### src/bpq_pkg.sv
// Shared types and constants for the bounded priority queue.
`default_nettype none
package bpq_pkg;

	localparam int CAPACITY = 64;
	localparam int CNT_W    = $clog2(CAPACITY + 1);
	localparam int PRI_W    = 4;
	localparam int PAY_W    = 32;
	localparam int OCC_W    = 7;

	localparam logic FUNC_ENQ = 1'b0;
	localparam logic FUNC_DEQ = 1'b1;

	typedef enum logic [1:0] {
		ST_OK    = 2'd0,
		ST_FULL  = 2'd1,
		ST_EMPTY = 2'd2
	} status_t;

	// Command broadcast to every cell of the row in the cycle of an operation.
	typedef struct packed {
		logic             enq;
		logic             deq;
		logic             serve_low_first;
		logic [PRI_W-1:0] pri;
		logic [PAY_W-1:0] pay;
	} cmd_t;

endpackage
`default_nettype wire

### src/bpq_cell.sv
// One slot of the sorted row: holds an entry and shifts toward either neighbor.
`default_nettype none
module bpq_cell (
	input  wire logic                      clk,
	input  wire bpq_pkg::cmd_t             cmd,
	input  wire logic                      occupied,
	input  wire logic                      left_place,
	input  wire logic [bpq_pkg::PRI_W-1:0] left_pri,
	input  wire logic [bpq_pkg::PAY_W-1:0] left_pay,
	input  wire logic [bpq_pkg::PRI_W-1:0] right_pri,
	input  wire logic [bpq_pkg::PAY_W-1:0] right_pay,
	output logic                           place,
	output logic [bpq_pkg::PRI_W-1:0]      pri,
	output logic [bpq_pkg::PAY_W-1:0]      pay
);
	import bpq_pkg::*;

	logic             beats;
	logic [PRI_W-1:0] pri_q;
	logic [PAY_W-1:0] pay_q;

	assign beats = cmd.serve_low_first ? (cmd.pri < pri_q) : (cmd.pri > pri_q);
	// Place is carried down the row, so it is false before the insertion point and true from
	// it onward even when a change of service order has left the row unsorted.
	assign place = left_place || !occupied || beats;
	assign pri   = pri_q;
	assign pay   = pay_q;

	always_ff @(posedge clk) begin
		if (cmd.enq) begin
			if (left_place) begin
				pri_q <= left_pri;
				pay_q <= left_pay;
			end else if (place) begin
				pri_q <= cmd.pri;
				pay_q <= cmd.pay;
			end
		end else if (cmd.deq) begin
			pri_q <= right_pri;
			pay_q <= right_pay;
		end
	end

endmodule
`default_nettype wire

### config.mk
export PLATFORM = sky130hd
export DESIGN_NAME = bpq_cell
export DESIGN_NICKNAME = d
export VERILOG_FILES = /design/src/bpq_pkg.sv /design/src/bpq_cell.sv
export SDC_FILE = /design/constraint.sdc
export NUM_CORES = 1
export LEC_CHECK = 0
export BUFFER_PORTS_ARGS = -buffer_cell sky130_fd_sc_hd__clkbuf_2
export CAP_MARGIN = 20
export CORE_MARGIN = 3
export CORE_UTILIZATION = 40
export CTS_CLUSTER_DIAMETER = 30
export DETAILED_ROUTE_END_ITERATION = 16
export MAX_ROUTING_LAYER = met4
export PLACE_DENSITY = 0.91
export REMOVE_ABC_BUFFERS = 1
export SYNTH_ARGS = -nofsm -noshare
export SYNTH_HDL_FRONTEND = slang
export SYNTH_SLANG_ARGS = --single-unit
### constraint.sdc
create_clock -name clk -period 3.1 [get_ports clk]
set_input_delay 0.62 -clock clk [delete_from_list [all_inputs] [get_ports clk]]
set_output_delay 0.62 -clock clk [all_outputs]
set_load 0.02 [all_outputs]
# Yosys cells after proc, flatten, opt, wreduce, memory -nomap -nowiden
# Cells that the tools add are included.
[word_totals]
in_bits = 114
wordCells = 19
out_inout_bits = 37
ff_bits = 36
[op_classes]
magnitude_cmp = 2
n_mux = 9
n_reduce_logical = 5
eq_ne = 1
[op_table]
columns = ["op", "count"]
rows = [
  ["$mux 32", 4],
  ["$mux 4", 4],
  ["$gt 4x4->1", 1],
  ["$lt 4x4->1", 1],
  ["$ne 3x1->1 const B", 1],
  ["$logic_or 1x1->1", 2],
  ["$reduce_and 2->1", 1],
  ["$reduce_bool 2->1", 1],
  ["$logic_not 1->1", 1],
  ["$mux 1", 1],
]

# Depth between registers and ports, before layout
[logic_depth]
ltp_word = 6
depth_mapped = 6
depth_no_buf = 6

# Worst setup path before layout
# Ideal clock, no wire load.
[synth_path]
kind = "input -> register"
startpoint = "input cmd[33] (netlist bit)"
endpoint = "register pay_q[0], in the netlist pay[0], enable pin"
stages = 5
setup_ns = 0.392
t_arrival_ns = 2.168
t_required_ns = 2.708
n_path_buf = 0
path_slack_ns = 0.540
cell_sequence = "ha_1 nor2b_4 o211ai_2 and4_4 a211o_1"
[synth_between]
elab_chain_len = 5
elab_cells_between_ends = 6
classes_between = "order compare: 2; eq/ne: 1; mux: 1; reduce/logical: 2"
[synth_rtl]
columns = ["element", "line", "rtl"]
rows = [
  ["start: declaration", "bpq_cell.sv:5", "input wire bpq_pkg::cmd_t cmd,"],
  ["$gt 4x4->1 / $lt 4x4->1 (equally long branches)", "bpq_cell.sv:22", "assign beats = cmd.serve_low_first ? (cmd.pri < pri_q) : (cmd.pri > pri_q);"],
  ["$mux 1 (*)", "bpq_cell.sv:22", ""],
  ["$logic_or 1x1->1 (*)", "bpq_cell.sv:25", "assign place = left_place || !occupied || beats;"],
  ["$ne 3x1->1 (no source line) (*)", "-", ""],
  ["$reduce_and 2->1 (no source line) (*)", "-", ""],
  ["end signal: assignment", "bpq_cell.sv:33", "pay_q <= left_pay;"],
  ["end signal: assignment", "bpq_cell.sv:36", "pay_q <= cmd.pay;"],
  ["end signal: assignment", "bpq_cell.sv:40", "pay_q <= right_pay;"],
  ["end: declaration", "bpq_cell.sv:20", "logic [PAY_W-1:0] pay_q;"],
]
# Mark *: on every way between the ends. The rest lies on a longest branch, timed or not.
# A chain may end at the register's enable or synchronous reset.

# Worst setup path after layout
[layout_path]
startpoint = "input cmd[33] (netlist bit)"
endpoint = "output place"
[layout_between]
elab_chain_len = 3
elab_cells_between_ends = 4
classes_between = "order compare: 2; mux: 1; reduce/logical: 1"
[layout_rtl]
columns = ["element", "line", "rtl"]
rows = [
  ["$gt 4x4->1 / $lt 4x4->1 (equally long branches)", "bpq_cell.sv:22", ""],
  ["$mux 1 (*)", "bpq_cell.sv:22", ""],
  ["$logic_or 1x1->1 (*)", "bpq_cell.sv:25", ""],
  ["end: declaration", "bpq_cell.sv:12", "output logic place,"],
]
# Marked as above.

==> results.md <==
| Parameter | Value | Unit |
|---|---|---|
| Post-synthesis sequential area ratio | 53.5 | % |
| Area growth from synthesis to final layout | 44.7 | % |
| Largest family of logic cells by synthesized area | multiplexers | - |
| WP data required | 2480 | ps |
| Share of synthesized flip-flops with an asynchronous set or reset | 0 | % |
| Worst-Skew Late Latency | 280 | ps |
| Simple-Gate Fraction of Synth Area | 9.91 | % |
| Top cell type's share of synthesized area | 53.5 | % |
| Parity-gate share of the synthesized area counting xor and xnor cells | 0 | % |
| RD Place Congestion | 0.767 | - |
| Routed via count | 1882 | - |
| Die Outline Area | 0.00594 | mm^2 |
| Highest clock frequency the design can meet | 402 | MHz |
| Fill cell total of the finished layout | 418 | - |
| Antenna Nets Post-Route | 0 | - |
| Setup violators final | 0 | - |
| Count of cells resized by post-cts repair | 0 | - |
| Post-route cell area | 0.00292 | mm^2 |
| Mean post-synth cell area | 11.3 | um^2 |
| Die Width | 77.1 | um |
| Clock input transition at the sequential cells of the worst setup and hold paths | 70 | ps |
| Leading cell types by count after synthesis | sky130_fd_sc_hd__a21oi_1 (38), sky130_fd_sc_hd__nor2_1 (37), sky130_fd_sc_hd__edfxtp_1 (36), sky130_fd_sc_hd__mux2i_1 (36), sky130_fd_sc_hd__buf_2 (8) | - |
| Setup Fix Bufs, Post-CTS | 0 | - |
| Run status | completed | - |
| Number of antenna violations at the first check in global routing | 0 | - |
| Part of the cycle the worst path needs | 80.2 | % |
| Number of global-route vias before repair | 1795 | - |
| Path type of the worst min-delay path | input pin to flop | - |
| Number of instances in the synthesized netlist | 178 | - |
| Area of the multi-input gates | 838 | um^2 |
| Final worst setup slack | 614 | ps |
| Routed WL | 5210 | um |
| Top Ports | 151 | - |
| CP Capture Type | primary output | - |
| Max clock buf depth | 2 | - |
| Final Instance Count excl. Fillers | 395 | - |
| CTS H-tree lvls | 2 | - |
| Initial cell density of the core | 42.2 | % |
| Post-synthesis sequential element count | 36 | - |
| Number of I/O port buffers | 150 | - |
| Warnings from Yosys | 0 | - |
| Ranking of synthesized cells by area | sky130_fd_sc_hd__edfxtp_1 (54%), sky130_fd_sc_hd__mux2i_1 (18%), sky130_fd_sc_hd__a21oi_1 (9.4%), sky130_fd_sc_hd__nor2_1 (6.9%), sky130_fd_sc_hd__ha_1 (2.5%) | - |
| Actual transition at the worst max-transition pin | 620 | ps |
| Share of total power in sequential cells | 45.2 | % |
| Hold_ws | 652 | ps |
| Number of hold violations in the final report | 0 | - |
| Worst path arrival time | 1870 | ps |
| Share of power burned in the clock network | 29.4 | % |
| Switching share of total power | 27.9 | % |
| Pin count of the biggest net entering global routing | 73 | - |
| Setup tns final | 0 | ps |
| Fraction of synthesized area in multiplexers | 18.4 | % |
| Internal power | 0.000992 | W |
| Part of the total power dissipated in combinational logic | 25.4 | % |
| Initial DRC count | 29 | - |
| Commonest register cell after synthesis | sky130_fd_sc_hd__edfxtp_1 | - |
| Final critical-path required period | 2490 | ps |
| Arithmetic-cell share of the synthesized area counting full adders, half adders and majority gates | 2.48 | % |
| Max transition margin | 58.7 | % |
| Placeable Area | 0.00479 | mm^2 |
| Root buffer cell | sky130_fd_sc_hd__clkbuf_8 | - |
| Netlist area before placement | 0.00202 | mm^2 |
| CTS tree | yes | - |
| # DRC | 0 | - |
| Die extent in y | 77.1 | um |
| Power density cells | 470 | mW/mm^2 |
| # rows | 25 | - |
| Vias per Instance | 4.76 | - |
| Compound-cell area share of the yosys netlist | 10.7 | % |
| Number of nets in the layout | 445 | - |
| Number of antenna cells inserted | 0 | - |
| Clk sink count | 36 | - |
| Placed cell count | 387 | - |
| Number of iterations in the first detailed-routing pass | 4 | - |
| Sequential Area | 0.00108 | mm^2 |
| Wire length of the first global-routing pass | 8070 | um |
| Critical path class | input pin to primary output | - |
| Largest area contributor in the netlist | sky130_fd_sc_hd__edfxtp_1 | - |
| Number of unique standard cell types used by synthesis | 19 | - |
| GR Overflow Total | 0 | - |
| Number of enable flip-flop cells after synthesis | 36 | - |
| Worst clock skew | 3.81 | ps |
| Mean routed wirelength per cell | 13.2 | um |
| Pre-CTS setup slack | 628 | ps |
| Worst ir drop on vdd | 306 | uV |
| Most used standard cell by instance count after synthesis | sky130_fd_sc_hd__a21oi_1 | - |
| Standby leakage power | 1.48 | nW |
| Placed cell area | 0.00281 | mm^2 |
| Number of max-cap violations | 0 | - |
| Hold-fix buffers, CTS | 0 | - |
| TritonCTS buffer count | 5 | - |
| Launching element type of the critical path | input pin | - |
| Final Max Slew Viols | 0 | - |
| Total Routing Usage GR | 17.5 | % |
| Setup repair after global routing missed its margin | no | - |
| Maximum fanout count along the critical path | 2 | - |
| Share of layout cells above drive strength 1 | 51.2 | % |
| Sw Pwr | 0.000383 | W |
| Hpwl dp | 4200 | um |
[power by group through the flow]
| stage | sequential, W | combinational, W | clock, W |
|---|---|---|---|
| 3_5_place_dp | 0.000634 | 0.000352 | 0 |
| 3_3_place_gp | 0.000630 | 0.000340 | 0 |
| 2_1_floorplan | 0.000706 | 0.000101 | 0 |
| 6_report | 0.000622 | 0.000349 | 0.000404 |
| 4_1_cts | 0.000623 | 0.000354 | 0.000417 |
| 5_1_grt | 0.000628 | 0.000380 | 0.000438 |
[worst max-delay path: stages]
cell	delay, ps
sky130_fd_sc_hd__clkbuf_2	100
sky130_fd_sc_hd__ha_1	300
sky130_fd_sc_hd__nor2b_4	130
sky130_fd_sc_hd__o211ai_2	160
sky130_fd_sc_hd__nand2_1	120
sky130_fd_sc_hd__mux2_2	280
sky130_fd_sc_hd__clkbuf_2	160
[metrics by stage]
| step | total power [W] | utilization, % |
|---|---|---|
| finish | 0.00137 | 61.1 |
| global route | 0.00145 | 61.1 |
| CTS | 0.00139 | 61.1 |
| detailed placement | 0.000986 | 58.7 |
| global placement | 0.000970 | 58.7 |
| floorplan | 0.000807 | - |
[path summary, 6_finish.rpt]
| kind | from | to | slack (ps) | cells after the start |
|---|---|---|---|---|
| max | cmd[33] | place | 610 | 7 |
| min | right_pay[25] | pay[25] | 650 | 3 |
| max reg2reg | pri[3] | pay[4] | 1180 | 6 |
| min reg2reg | pri[3] | pri[3] | 1320 | 6 |
[sequential cells by signal, summed over array words and instances (netlist names)]
signal / flops
pri: 4
pay: 32
[cells by family (layout without fill, tap and decap cells)]
family | count (synthesis) | after routing
buf+inv | 16 | 166
flops | 36 | 36
fa+ha+maj | 4 | 4
mux | 37 | 37
compound gates | 41 | 41
simple gates | 44 | 44
[cell usage in the layout, fill, tap and decap left out, drive strengths merged]
cell | Yosys | layout
a211o | 1 | 1
a21oi | 38 | 38
and4 | 2 | 2
buf | 12 | 4
bufinv | 0 | 1
clkbuf | 0 | 155
clkinv | 0 | 1
clkinvlp | 0 | 1
edfxtp | 36 | 36
ha | 4 | 4
inv | 4 | 4
mux2 | 1 | 1
mux2i | 36 | 36
nand2 | 1 | 1
nand2b | 1 | 1
nor2 | 37 | 37
nor2b | 2 | 2
nor3b | 1 | 1
o211ai | 1 | 1
o21ai | 1 | 1
[per-layer routing]
| layer | wire [um] | global-route usage (%) |
|---|---|---|
| met1 | 1960 | 17.4 |
| met2 | 2770 | 32.8 |
| met3 | 460 | 6.22 |
| met4 | 19 | 3.74 |
| met5 | 0 | - |
[layout make-up]
type | instances | area share, %
sequential | 36 | 37.0
multi-input combinational | 126 | 28.7
timing repair buffer | 154 | 27.1
tap | 67 | 2.87
clock buffer | 5 | 2.35
clock inverter | 3 | 1.46
inverter | 4 | 0.514
Note: power is estimated with default switching activity, not from simulation.
